### config.mk
export PLATFORM = sky130hd
export DESIGN_NAME = lag_row_cell
export DESIGN_NICKNAME = d
export VERILOG_FILES = /design/src/hw/rtl/lag_pkg.sv /design/src/hw/rtl/lag_row_cell.sv
export SDC_FILE = /design/constraint.sdc
export NUM_CORES = 1
export LEC_CHECK = 0
export ABC_CLOCK_PERIOD_IN_PS = 4280
export BUFFER_PORTS_ARGS = -buffer_cell sky130_fd_sc_hd__buf_4
export CAP_MARGIN = 20
export CORE_ASPECT_RATIO = 0.75
export CORE_UTILIZATION = 30
export DETAILED_ROUTE_END_ITERATION = 7
export GPL_ROUTABILITY_DRIVEN = 0
export PLACE_DENSITY = 0.44
export SLEW_MARGIN = 10
export SYNTH_ARGS = -nofsm -noshare
export SYNTH_HDL_FRONTEND = slang
export SYNTH_SLANG_ARGS = --single-unit
### constraint.sdc
create_clock -name i_clk -period 4.28 [get_ports i_clk]
set_clock_uncertainty 0.15 [all_clocks]
set_input_delay 0.856 -clock i_clk [delete_from_list [all_inputs] [get_ports i_clk]]
set_output_delay 0.856 -clock i_clk [all_outputs]
set_load 0.05 [all_outputs]
### src/hw/rtl/lag_pkg.sv
// Shared types and command codes for the life automaton grid.
package lag_pkg;

    // Command codes carried in the kind field
    localparam logic [1:0] KIND_WRITE = 2'd0;
    localparam logic [1:0] KIND_READ  = 2'd1;
    localparam logic [1:0] KIND_RUN   = 2'd2;

    // Rule thresholds: birth on three neighbors, survival on two or three
    localparam logic [3:0] BIRTH_COUNT   = 4'd3;
    localparam logic [3:0] SURVIVE_COUNT = 4'd2;

    typedef struct packed {
        logic [1:0]  kind;
        logic [5:0]  cell_x;
        logic [5:0]  cell_y;
        logic        cell_value;
        logic [15:0] generations;
    } t_in_item;

    typedef struct packed {
        logic       alive;
        logic [1:0] done_kind;
    } t_out_item;

    // Control from the sequencer to every row cell
    typedef struct packed {
        logic step;
        logic wr;
        logic wr_val;
    } t_cell_ctrl;

endpackage

### src/hw/rtl/lag_row_cell.sv
// One row of the torus: holds its cells and applies the B3/S23 rule using its neighbor rows.
module lag_row_cell #(
    parameter int GRID_SIDE = 64
) (
    input  logic                         i_clk,
    input  logic                         i_rst_n,
    input  lag_pkg::t_cell_ctrl          i_ctrl,
    input  logic                         i_row_sel,
    input  logic [$clog2(GRID_SIDE)-1:0] i_col,
    input  logic [GRID_SIDE-1:0]         i_up_row,
    input  logic [GRID_SIDE-1:0]         i_dn_row,
    output logic [GRID_SIDE-1:0]         o_row
);
    import lag_pkg::*;

    logic [GRID_SIDE-1:0] r_row;
    logic [GRID_SIDE-1:0] n_row;

    // Count the eight neighbors of each cell, wrapping at the row ends
    for (genvar b = 0; b < GRID_SIDE; b++) begin : g_bit
        localparam int BW = (b + GRID_SIDE - 1) % GRID_SIDE;
        localparam int BE = (b + 1) % GRID_SIDE;
        logic [3:0] w_cnt;
        assign w_cnt = 4'(i_up_row[BW]) + 4'(i_up_row[b]) + 4'(i_up_row[BE])
                     + 4'(r_row[BW])    + 4'(r_row[BE])
                     + 4'(i_dn_row[BW]) + 4'(i_dn_row[b]) + 4'(i_dn_row[BE]);
        assign n_row[b] = (w_cnt == BIRTH_COUNT) ||
                          ((w_cnt == SURVIVE_COUNT) && r_row[b]);
    end

    // Advance one generation, or update the addressed cell
    always_ff @(posedge i_clk) begin
        if (!i_rst_n) begin
            r_row <= '0;
        end else if (i_ctrl.step) begin
            r_row <= n_row;
        end else if (i_ctrl.wr && i_row_sel) begin
            r_row[i_col] <= i_ctrl.wr_val;
        end
    end

    assign o_row = r_row;

endmodule

==> results.rst, run 1 <==
.. list-table::
   :header-rows: 1

   * - Metric
     - Value
   * - Run status
     - complete, no violations
   * - Maximum level of the CTS H-tree
     - 3
   * - Final hold violation count
     - 0
   * - Worst slew pin tran
     - 0.897 ns
   * - Number of flops mapped to enable cells by yosys
     - 0
   * - Number of flip-flops in the largest register
     - 64
   * - Initial antenna violation count
     - 0
   * - Register area
     - ~1300 sq um
   * - Total Wirelength
     - between 40 and 50 mm
   * - Post-synth cell types
     - 60
   * - Via count of the first global-routing pass
     - 12200
   * - Crit start category
     - input pin
   * - Maximum number of pins on one net before global-route repair
     - 65
   * - Footprint of the multi-input gates
     - ~11000 sq um
   * - Global routing met2 resource utilization
     - about 29%
   * - I/O pin count
     - between 200 and 250
   * - Predominant post-synthesis flop cell
     - dfxtp_1
   * - Core Rows
     - 69
   * - Final cell utilization of the core
     - between 30% and 40%
   * - Proportion of synthesized chip area in sequential cells
     - 8.76%
   * - Global route hottest layer
     - met2
   * - Routed length per instance
     - roughly 18 um
   * - Max IR drop VDD
     - roughly 210 uV
   * - TritonCTS buffer count
     - 9
   * - Finish-stage setup viols
     - 0
   * - Post-CTS Setup Inserts
     - 0
   * - Area grow syn2layout
     - 17.1%
   * - Number of instances in the synthesized netlist
     - around 1600
   * - Period Utilization, post-route
     - between 80% and 90%
   * - Quantity of I/O buffers inserted on ports
     - 203
   * - Tightest slew margin relative to the limit
     - 40.2%
   * - Number of buffers inserted by hold repair at cts
     - 0
   * - Hold Path Class
     - register to register
   * - Crit path capture type
     - register
   * - Power Dens Cells
     - slightly below 300 nW/um^2
   * - Critical path class
     - input pin to register
   * - Number of warning messages in the yosys log
     - 0
   * - #FFs+latches synth
     - between 60 and 70
   * - Fraction of met3 tracks used by global routing
     - roughly 2.6%
   * - Top achievable clock speed
     - approximately 0.26 GHz
   * - Count of unresolved DRC violations after routing
     - 0
   * - Number of vias per cell
     - 4.70
   * - Worst-case setup margin in the final layout
     - about 0.44 ns
   * - Maximum buffer depth of the clock tree
     - 2
   * - ANT nets after route
     - 0
   * - Final total power
     - roughly 5 mW
   * - Final Max Slew Viols
     - 0
   * - First-pass iteration count of the detailed router
     - 4
   * - Starting DRT DRC Count
     - 522
   * - Largest driver fanout on the critical path
     - 3
   * - Width of the die
     - about 260 um
   * - Data required time at the worst endpoint
     - around 4.4 ns
   * - Die area
     - 49600 sq um
   * - HPWL after detailed placement
     - around 37 mm
   * - Global-route wire length before repair
     - 70.0 mm
   * - Starting utilization of the core area
     - 30.6%
   * - Standby leakage power
     - ~9 nW
   * - Fill cell total of the finished layout
     - between 4000 and 5000
   * - Layout cells sized above 1
     - 16.2%
   * - Number of nets in the layout
     - ~2400
   * - Diodes inserted
     - 0
   * - Total number of vias
     - roughly 12000
   * - Signal arrival time at the worst endpoint
     - around 4 ns
   * - Synthesized Nets
     - ~2200
   * - TritonCTS clock tree
     - built
   * - Post-CTS Resized
     - 0
   * - Post-layout instance area
     - 17100 sq um
   * - Placement Setup Slack
     - 0.0693 ns
   * - Number of max-cap violations
     - 0
   * - Share of flip-flops with an asynchronous set or reset after synthesis
     - 0%
   * - Mean area per synthesized cell
     - 9.00 sq um
   * - Total clock sinks
     - 64
   * - RSZ-0062 raised after global routing
     - no
   * - Core box area
     - between 40000 and 50000 sq um
   * - Synthesized cell area
     - ~15000 sq um
   * - Clock transition at the register clock pins on the worst setup and hold paths after CTS
     - roughly 0.06 ns
   * - GR Layer Usage met1
     - a little over a quarter
   * - Fin Setup TNS
     - 0 ns
   * - Die boundary height
     - about 190 um
   * - Clock network latency to the later pin of the worst-skew pair
     - between 0.3 and 0.4 ns
   * - Placed Instance Area
     - around 17000 sq um
   * - Sum of overflow across all layers after global routing
     - 0
   * - Final Critical Period
     - approximately 3.8 ns
   * - Total routing resource utilization after global routing
     - a little under a fifth
   * - Root cell of the clock tree
     - clkbuf_16
[cell type report]
| type | count | share of cell area, % |
|---|---|---|
| clock buffers | 13 | 1.58 |
| clock inverters | 3 | 0.0877 |
| multi-input cells | 1064 | 66.7 |
| flip-flops and latches | 64 | 7.48 |
| well taps | 639 | 4.67 |
| repair buffers | 219 | 9.60 |
| inverters | 451 | 9.89 |
[critical path, stage by stage]
cell and delay (ns):
buf_4 0.11, inv_1 0.15, fa_1 0.46, fa_1 0.46, fa_1 0.50, inv_1 0.05
ha_1 0.20, fa_1 0.39, or2_2 0.30, a21oi_1 0.31, o311a_1 0.21
[routing by layer]
metal | vias to the layer above | share of wire [%]
met5 | - | 0
met4 | 0 | 1.2
met1 | 5620 | 51
met3 | 23 | 3.6
li1 | 5670 | -
met2 | 213 | 44
[through the flow]
stage | hold slack [ns] | cells
after floorplan | 0.605 | 1624
final | 0.437 | 2453
after CTS | 0.437 | 2453
after global routing | 0.464 | 2453
after detailed placement | 0.421 | 2437
after global placement | 0.418 | 2437
[power breakdown]
part | internal [mW] | switching (mW)
clock | 0.438 | 0.339
sequential | 0.655 | 0.0756
combinational | 1.54 | 1.99
total | 2.64 | 2.40
[layout by cell type, fill, tap and decap left out, drive strengths merged, types with 4 or more instances in the layout]
master	netlist	final
nand3	45	45
and4b	4	4
o2111ai	16	16
and2	4	4
ha	192	192
nand3b	18	18
buf	28	219
a21oi	144	144
a211o	8	8
o211ai	48	48
o21ai	23	23
nand2	61	61
and4bb	6	6
or3	4	4
a31oi	10	10
nor2	59	59
nor2b	4	4
o311a	46	46
fa	255	255
nand2b	16	16
clkbuf	17	13
a41o	7	7
o221a	13	13
or2	47	47
dfxtp	64	64
inv	451	451
[Yosys cell counts (10+ instances only)]
cell type	count	area share (%)
inv_1	451	12
o211ai_1	48	2.5
nand2b_1	16	0.68
a21oi_1	144	4.9
or2_2	44	1.9
fa_1	255	35
nand3b_1	18	0.92
nand3_1	45	1.5
o21ai_1	20	0.68
dfxtp_1	64	8.8
nor2_1	57	1.5
ha_1	192	16
o221a_1	13	1.0
o311a_1	46	3.1
buf_2	14	0.48
a31oi_1	10	0.43
nand2_1	61	1.6
clkbuf_1	17	0.44
o2111ai_1	16	0.96
[kinds of logic (layout without fill, tap and decap cells)]
logic type	after synthesis	in the layout	share of synthesized area [%]
AO/OA/AOI/OAI	331	331	15.6
adder cells (fa/ha/maj)	447	447	51.3
buffers and inverters	496	686	13.1
flip-flops	64	64	8.76
AND/OR/NAND/NOR	286	286	11.2
[path summary, 6_finish.rpt]
check | startpoint | endpoint | slack [ns] | cells after the start
worst min-delay path | o_row[39]$_SDFFE_PN0P_ | o_row[39]$_SDFFE_PN0P_ | 0.44 | 2
worst max register to register | o_row[19]$_SDFFE_PN0P_ | o_row[20]$_SDFFE_PN0P_ | 1.13 | 10
worst min register to register | o_row[39]$_SDFFE_PN0P_ | o_row[39]$_SDFFE_PN0P_ | 0.44 | 2
worst max-delay path | i_dn_row[16] | o_row[17]$_SDFFE_PN0P_ | 0.44 | 11
Note: power is estimated with default switching activity, not from simulation.
==> run 2: changes to the inputs <==
--- a/config.mk
+++ b/config.mk
@@ -12,7 +12,7 @@
 export CORE_UTILIZATION = 30
 export DETAILED_ROUTE_END_ITERATION = 7
 export GPL_ROUTABILITY_DRIVEN = 0
-export PLACE_DENSITY = 0.44
+export PLACE_DENSITY = 0.57
 export SLEW_MARGIN = 10
 export SYNTH_ARGS = -nofsm -noshare
 export SYNTH_HDL_FRONTEND = slang
==> results.rst, run 2 (synthesized netlist as in run 1, its figures left out) <==
.. list-table::
   :header-rows: 1

   * - Metric
     - Value
   * - Clock transition at the register clock pins on the worst setup and hold paths after CTS
     - 0.06 ns
   * - Placement Setup Slack
     - 0.126 ns
   * - Critical path class
     - input pin to register
   * - Maximum number of pins on one net before global-route repair
     - 76
   * - Die area
     - 49600 sq um
   * - Quantity of I/O buffers inserted on ports
     - 203
   * - Power Dens Cells
     - approximately 300 nW/um^2
   * - First-pass iteration count of the detailed router
     - 5
   * - Number of buffers inserted by hold repair at cts
     - 0
   * - Signal arrival time at the worst endpoint
     - 3.95 ns
   * - Tightest slew margin relative to the limit
     - a little under two fifths
   * - Diodes inserted
     - 0
   * - Global-route wire length before repair
     - 68.9 mm
   * - Total number of vias
     - around 12000
   * - Core box area
     - 47700 sq um
   * - Worst-case setup margin in the final layout
     - 0.490 ns
   * - Area grow syn2layout
     - 16.6%
   * - Layout cells sized above 1
     - roughly 16%
   * - TritonCTS clock tree
     - built
   * - I/O pin count
     - a little over 200
   * - Via count of the first global-routing pass
     - around 13000
   * - Maximum buffer depth of the clock tree
     - 2
   * - Count of unresolved DRC violations after routing
     - 0
   * - Crit start category
     - input pin
   * - Standby leakage power
     - around 9 nW
   * - Total clock sinks
     - 64
   * - Commonest cells after routing, fill and taps aside
     - 451 x inv_1, 255 x fa_1, 212 x buf_4, 192 x ha_1, 144 x a21oi_1
   * - Number of nets in the layout
     - 2389
   * - Crit path capture type
     - register
   * - RSZ-0062 raised after global routing
     - no
   * - Sum of overflow across all layers after global routing
     - 0
   * - Final hold violation count
     - 0
   * - Starting DRT DRC Count
     - between 500 and 600
   * - Core Rows
     - between 60 and 70
   * - Final Max Slew Viols
     - 0
   * - Starting utilization of the core area
     - 30.6%
   * - HPWL after detailed placement
     - around 36 mm
   * - Fin Setup TNS
     - 0 ns
   * - Fill cell total of the finished layout
     - between 4000 and 5000
   * - Max IR drop VDD
     - 183 uV
   * - Total routing resource utilization after global routing
     - ~18%
   * - Clock network latency to the later pin of the worst-skew pair
     - about 0.37 ns
   * - Initial antenna violation count
     - 0
   * - Post-CTS Resized
     - 0
   * - Period Utilization, post-route
     - between 80% and 90%
   * - Final hold slack
     - between 0.4 and 0.5 ns
   * - Most common library cell in the layout ignoring fill and taps
     - inv_1
   * - ANT nets after route
     - 0
   * - Number of flip-flops in the largest register
     - 64
   * - Hold Path Class
     - register to register
   * - Number of vias per cell
     - ~4.8
   * - Data required time at the worst endpoint
     - between 4 and 5 ns
   * - Root cell of the clock tree
     - clkbuf_16
   * - Die boundary height
     - 193 um
   * - Largest driver fanout on the critical path
     - 2
   * - Maximum level of the CTS H-tree
     - 3
   * - Worst slew pin tran
     - ~0.95 ns
   * - Number of max-cap violations
     - 0
   * - Post-CTS Setup Inserts
     - 0
   * - Run status
     - complete, no violations
   * - Finish-stage setup viols
     - 0
   * - Width of the die
     - ~260 um
   * - Top achievable clock speed
     - 0.264 GHz
   * - TritonCTS buffer count
     - 9
   * - Routed length per instance
     - approximately 18 um
   * - Final Critical Period
     - around 3.8 ns
   * - Total Wirelength
     - approximately 43 mm
run 2: changes by cell type in the layout (fill, tap and decap cells not counted):
cell,previous run,this run
clkbuf_8,3,1
buf_4,219,212
clkinv_2,3,4
clkbuf_1,1,2
run 2: path summary, 6_finish.rpt:
kind | start | end | slack (ns) | depth (start not counted)
worst min-delay path | o_row[39]$_SDFFE_PN0P_ | o_row[39]$_SDFFE_PN0P_ | 0.43 | 2
worst min register to register | o_row[39]$_SDFFE_PN0P_ | o_row[39]$_SDFFE_PN0P_ | 0.43 | 2
worst max-delay path | i_up_row[26] | o_row[26]$_SDFFE_PN0P_ | 0.49 | 11
worst max register to register | o_row[25]$_SDFFE_PN0P_ | o_row[26]$_SDFFE_PN0P_ | 1.04 | 9
run 2: worst max-delay path: stages:
cell and delay [ns]:
buf_4 0.13, inv_1 0.11, fa_1 0.44, fa_1 0.47, fa_1 0.51, inv_1 0.05, ha_1 0.20, fa_1 0.38
or2_2 0.31, a21oi_1 0.27, o311a_1 0.21
run 2: power breakdown:
| part | switching, mW | internal, mW | total, mW |
|---|---|---|---|
| Clock | 0.333 | 0.405 | 0.738 |
| Sequential | 0.0746 | 0.655 | 0.730 |
| Combinational | 2.00 | 1.54 | 3.54 |
run 2: routing by layer:
metal | GRT usage [%] | share of wire, % | vias up
met5 | 0 | 0 | -
met4 | 4.67 | 2.1 | 0
met3 | 2.86 | 4.5 | 50
met2 | 29.2 | 46 | 254
met1 | 25.0 | 47 | 5701
li1 | - | - | 5652
run 2: per-stage QoR:
step	cell area (sq um)	utilization (%)	total power, mW	std cells
floorplan	14600	-	3.36	1624
global placement	16800	35.2	4.10	2430
detailed placement	16800	35.2	4.30	2430
CTS	17100	35.7	5.09	2446
global route	17100	35.7	5.66	2446
finish	17100	35.7	5.01	2446
run 2: final cells by class:
type	count	area (sq um)	area share, %
multi-input combinational	1064	11400	67.0
inverter	451	1690	9.93
timing repair buffer	212	1590	9.33
sequential	64	1280	7.51
tap	639	800	4.69
clock buffer	12	246	1.45
clock inverter	4	20.0	0.117
==> run 3: changes to the inputs <==
--- a/config.mk
+++ b/config.mk
@@ -12,6 +12,7 @@
 export CORE_UTILIZATION = 30
 export DETAILED_ROUTE_END_ITERATION = 7
 export GPL_ROUTABILITY_DRIVEN = 0
+export MAX_ROUTING_LAYER = met4
 export PLACE_DENSITY = 0.57
 export SLEW_MARGIN = 10
 export SYNTH_ARGS = -nofsm -noshare
==> results.rst, run 3 (synthesized netlist as in run 1, its figures left out) <==
.. list-table::
   :header-rows: 1

   * - Metric
     - Value
   * - Count of unresolved DRC violations after routing
     - 0
   * - Final hold slack
     - about 0.43 ns
   * - Cell-by-cell listing of the critical path
     - buf_4, inv_1, fa_1, fa_1, fa_1, inv_1, ha_1, fa_1, or2_2, a21oi_1, o311a_1
   * - Largest driver fanout on the critical path
     - 3
   * - Power Dens Cells
     - 294 nW/um^2
   * - Signal arrival time at the worst endpoint
     - approximately 3.9 ns
   * - Post-CTS Setup Inserts
     - 0
   * - Fin Setup TNS
     - 0 ns
   * - Maximum buffer depth of the clock tree
     - 2
   * - Quantity of I/O buffers inserted on ports
     - ~200
   * - Power share of the sequential group
     - between 10% and 20%
   * - Cell family with the largest share of critical-path delay
     - adder cells
   * - Die boundary height
     - about 190 um
   * - Core Rows
     - 69
   * - First-pass iteration count of the detailed router
     - 5
   * - Power dissipated by switching net loads
     - about 2.4 mW
   * - Placed Instance Area
     - roughly 17000 sq um
   * - Final Critical Period
     - about 3.7 ns
   * - Area grow syn2layout
     - 16.6%
   * - Number of max-cap violations
     - 0
   * - Cell Count Post-Placement
     - 2430
   * - Worst-case setup margin in the final layout
     - 0.531 ns
   * - CP max-delay cell
     - fa_1
   * - Final hold violation count
     - 0
   * - Number of non-filler instances in the completed layout
     - 2446
   * - Root cell of the clock tree
     - clkbuf_16
   * - Buffer and inverter count on the worst path
     - 3
   * - Cell with the most instances on the worst path
     - fa_1
   * - Number of vias per cell
     - approximately 4.8
   * - Delay of the slowest cell on the worst path
     - about 0.5 ns
   * - Final total power
     - around 5 mW
   * - Relative contribution of the clock network to total power
     - between 10 and 15%
   * - Starting utilization of the core area
     - 30.6%
   * - Period Utilization, post-route
     - between 80 and 90%
   * - Maximum number of pins on one net before global-route repair
     - 76
   * - Final cell utilization of the core
     - a little over a third
   * - Worst slew pin tran
     - roughly 0.94 ns
   * - Maximum level of the CTS H-tree
     - 3
   * - Placement Setup Slack
     - 0.126 ns
   * - Total Wirelength
     - 43.0 mm
   * - TritonCTS buffer count
     - 9
   * - Diodes inserted
     - 0
   * - Routed length per instance
     - 17.6 um
   * - Standby leakage power
     - around 8.9 nW
   * - Max IR drop VDD
     - 184 uV
   * - Core box area
     - 47700 sq um
   * - Clock transition at the register clock pins on the worst setup and hold paths after CTS
     - about 0.060 ns
   * - Number of flip-flops in the largest register
     - 64
   * - Post-CTS Resized
     - 0
   * - Total clock sinks
     - between 60 and 70
   * - HPWL after detailed placement
     - around 36 mm
   * - Fill cell total of the finished layout
     - just under 5000
   * - Total routing resource utilization after global routing
     - between 15 and 20%
   * - Sum of overflow across all layers after global routing
     - 0
   * - Global-route wire length before repair
     - 68.9 mm
   * - Final Max Slew Viols
     - 0
   * - RSZ-0062 raised after global routing
     - no
   * - Tightest slew margin relative to the limit
     - a little under two fifths
   * - Via count of the first global-routing pass
     - between 10000 and 15000
   * - Critical path class
     - input pin to register
   * - Switch share
     - 48.1%
   * - Die area
     - 49600 sq um
   * - Post-layout instance area
     - about 17000 sq um
   * - Width of the die
     - approximately 260 um
   * - Clock network latency to the later pin of the worst-skew pair
     - between 0.3 and 0.4 ns
   * - Number of nets in the layout
     - approximately 2400
   * - Cell internal pwr
     - between 2 and 3 mW
   * - Data required time at the worst endpoint
     - between 4 and 5 ns
   * - Initial antenna violation count
     - 0
   * - ANT nets after route
     - 0
   * - Crit start category
     - input pin
   * - I/O pin count
     - around 200
   * - Run status
     - complete, no violations
   * - Total number of vias
     - 11700
   * - Most common library cell in the layout ignoring fill and taps
     - inv_1
   * - Finish-stage setup viols
     - 0
   * - TritonCTS clock tree
     - built
   * - Starting DRT DRC Count
     - 518
   * - Hold Path Class
     - register to register
   * - Crit path capture type
     - register
   * - Number of buffers inserted by hold repair at cts
     - 0
   * - Commonest cells after routing, fill and taps aside
     - 451 x inv_1, 255 x fa_1, 212 x buf_4, 192 x ha_1, 144 x a21oi_1
   * - Logic gate share of total power
     - 70.6%
   * - Top achievable clock speed
     - ~0.27 GHz
   * - Layout cells sized above 1
     - approximately 16%
run 3: worst reg2reg max path: stages, from the launching register on:
cell and delay [ns]:
dfxtp_1 0.46, inv_1 0.14, fa_1 0.49, fa_1 0.50
inv_1 0.05, ha_1 0.20, fa_1 0.38, or2_2 0.31
a21oi_1 0.24, o311a_1 0.20
run 3: power by group through the flow:
stage | Combinational [mW] | Clock (mW) | Sequential (mW)
floorplan | 2.45 | 0 | 0.913
global placement | 3.35 | 0 | 0.742
detailed placement | 3.55 | 0 | 0.743
CTS | 3.59 | 0.768 | 0.731
global route | 4.14 | 0.785 | 0.739
finish | 3.54 | 0.743 | 0.730
run 3: final timing paths:
kind,startpoint,end,slack [ns],cells past startpoint
worst max-delay path,i_dn_row[27],o_row[28]$_SDFFE_PN0P_,0.53,11
worst min-delay path,o_row[39]$_SDFFE_PN0P_,o_row[39]$_SDFFE_PN0P_,0.43,2
worst max register to register,o_row[25]$_SDFFE_PN0P_,o_row[26]$_SDFFE_PN0P_,1.09,9
worst min register to register,o_row[39]$_SDFFE_PN0P_,o_row[39]$_SDFFE_PN0P_,0.43,2
run 3: cell type report:
type | instances | area [sq um] | share of cell area, %
Multi-Input combinational cell | 1064 | 11400 | 67.0
Inverter | 451 | 1690 | 9.93
Timing Repair Buffer | 212 | 1590 | 9.33
Sequential cell | 64 | 1280 | 7.51
Tap cell | 639 | 800 | 4.69
Clock buffer | 12 | 246 | 1.45
Clock inverter | 4 | 20.0 | 0.117
run 3: layer usage:
metal	share of wire (%)	up-vias	track usage, %
met5	0	-	-
met4	2.0	0	4.67
met3	4.6	53	2.78
met2	46	265	29.2
met1	47	5731	25.0
li1	-	5650	-
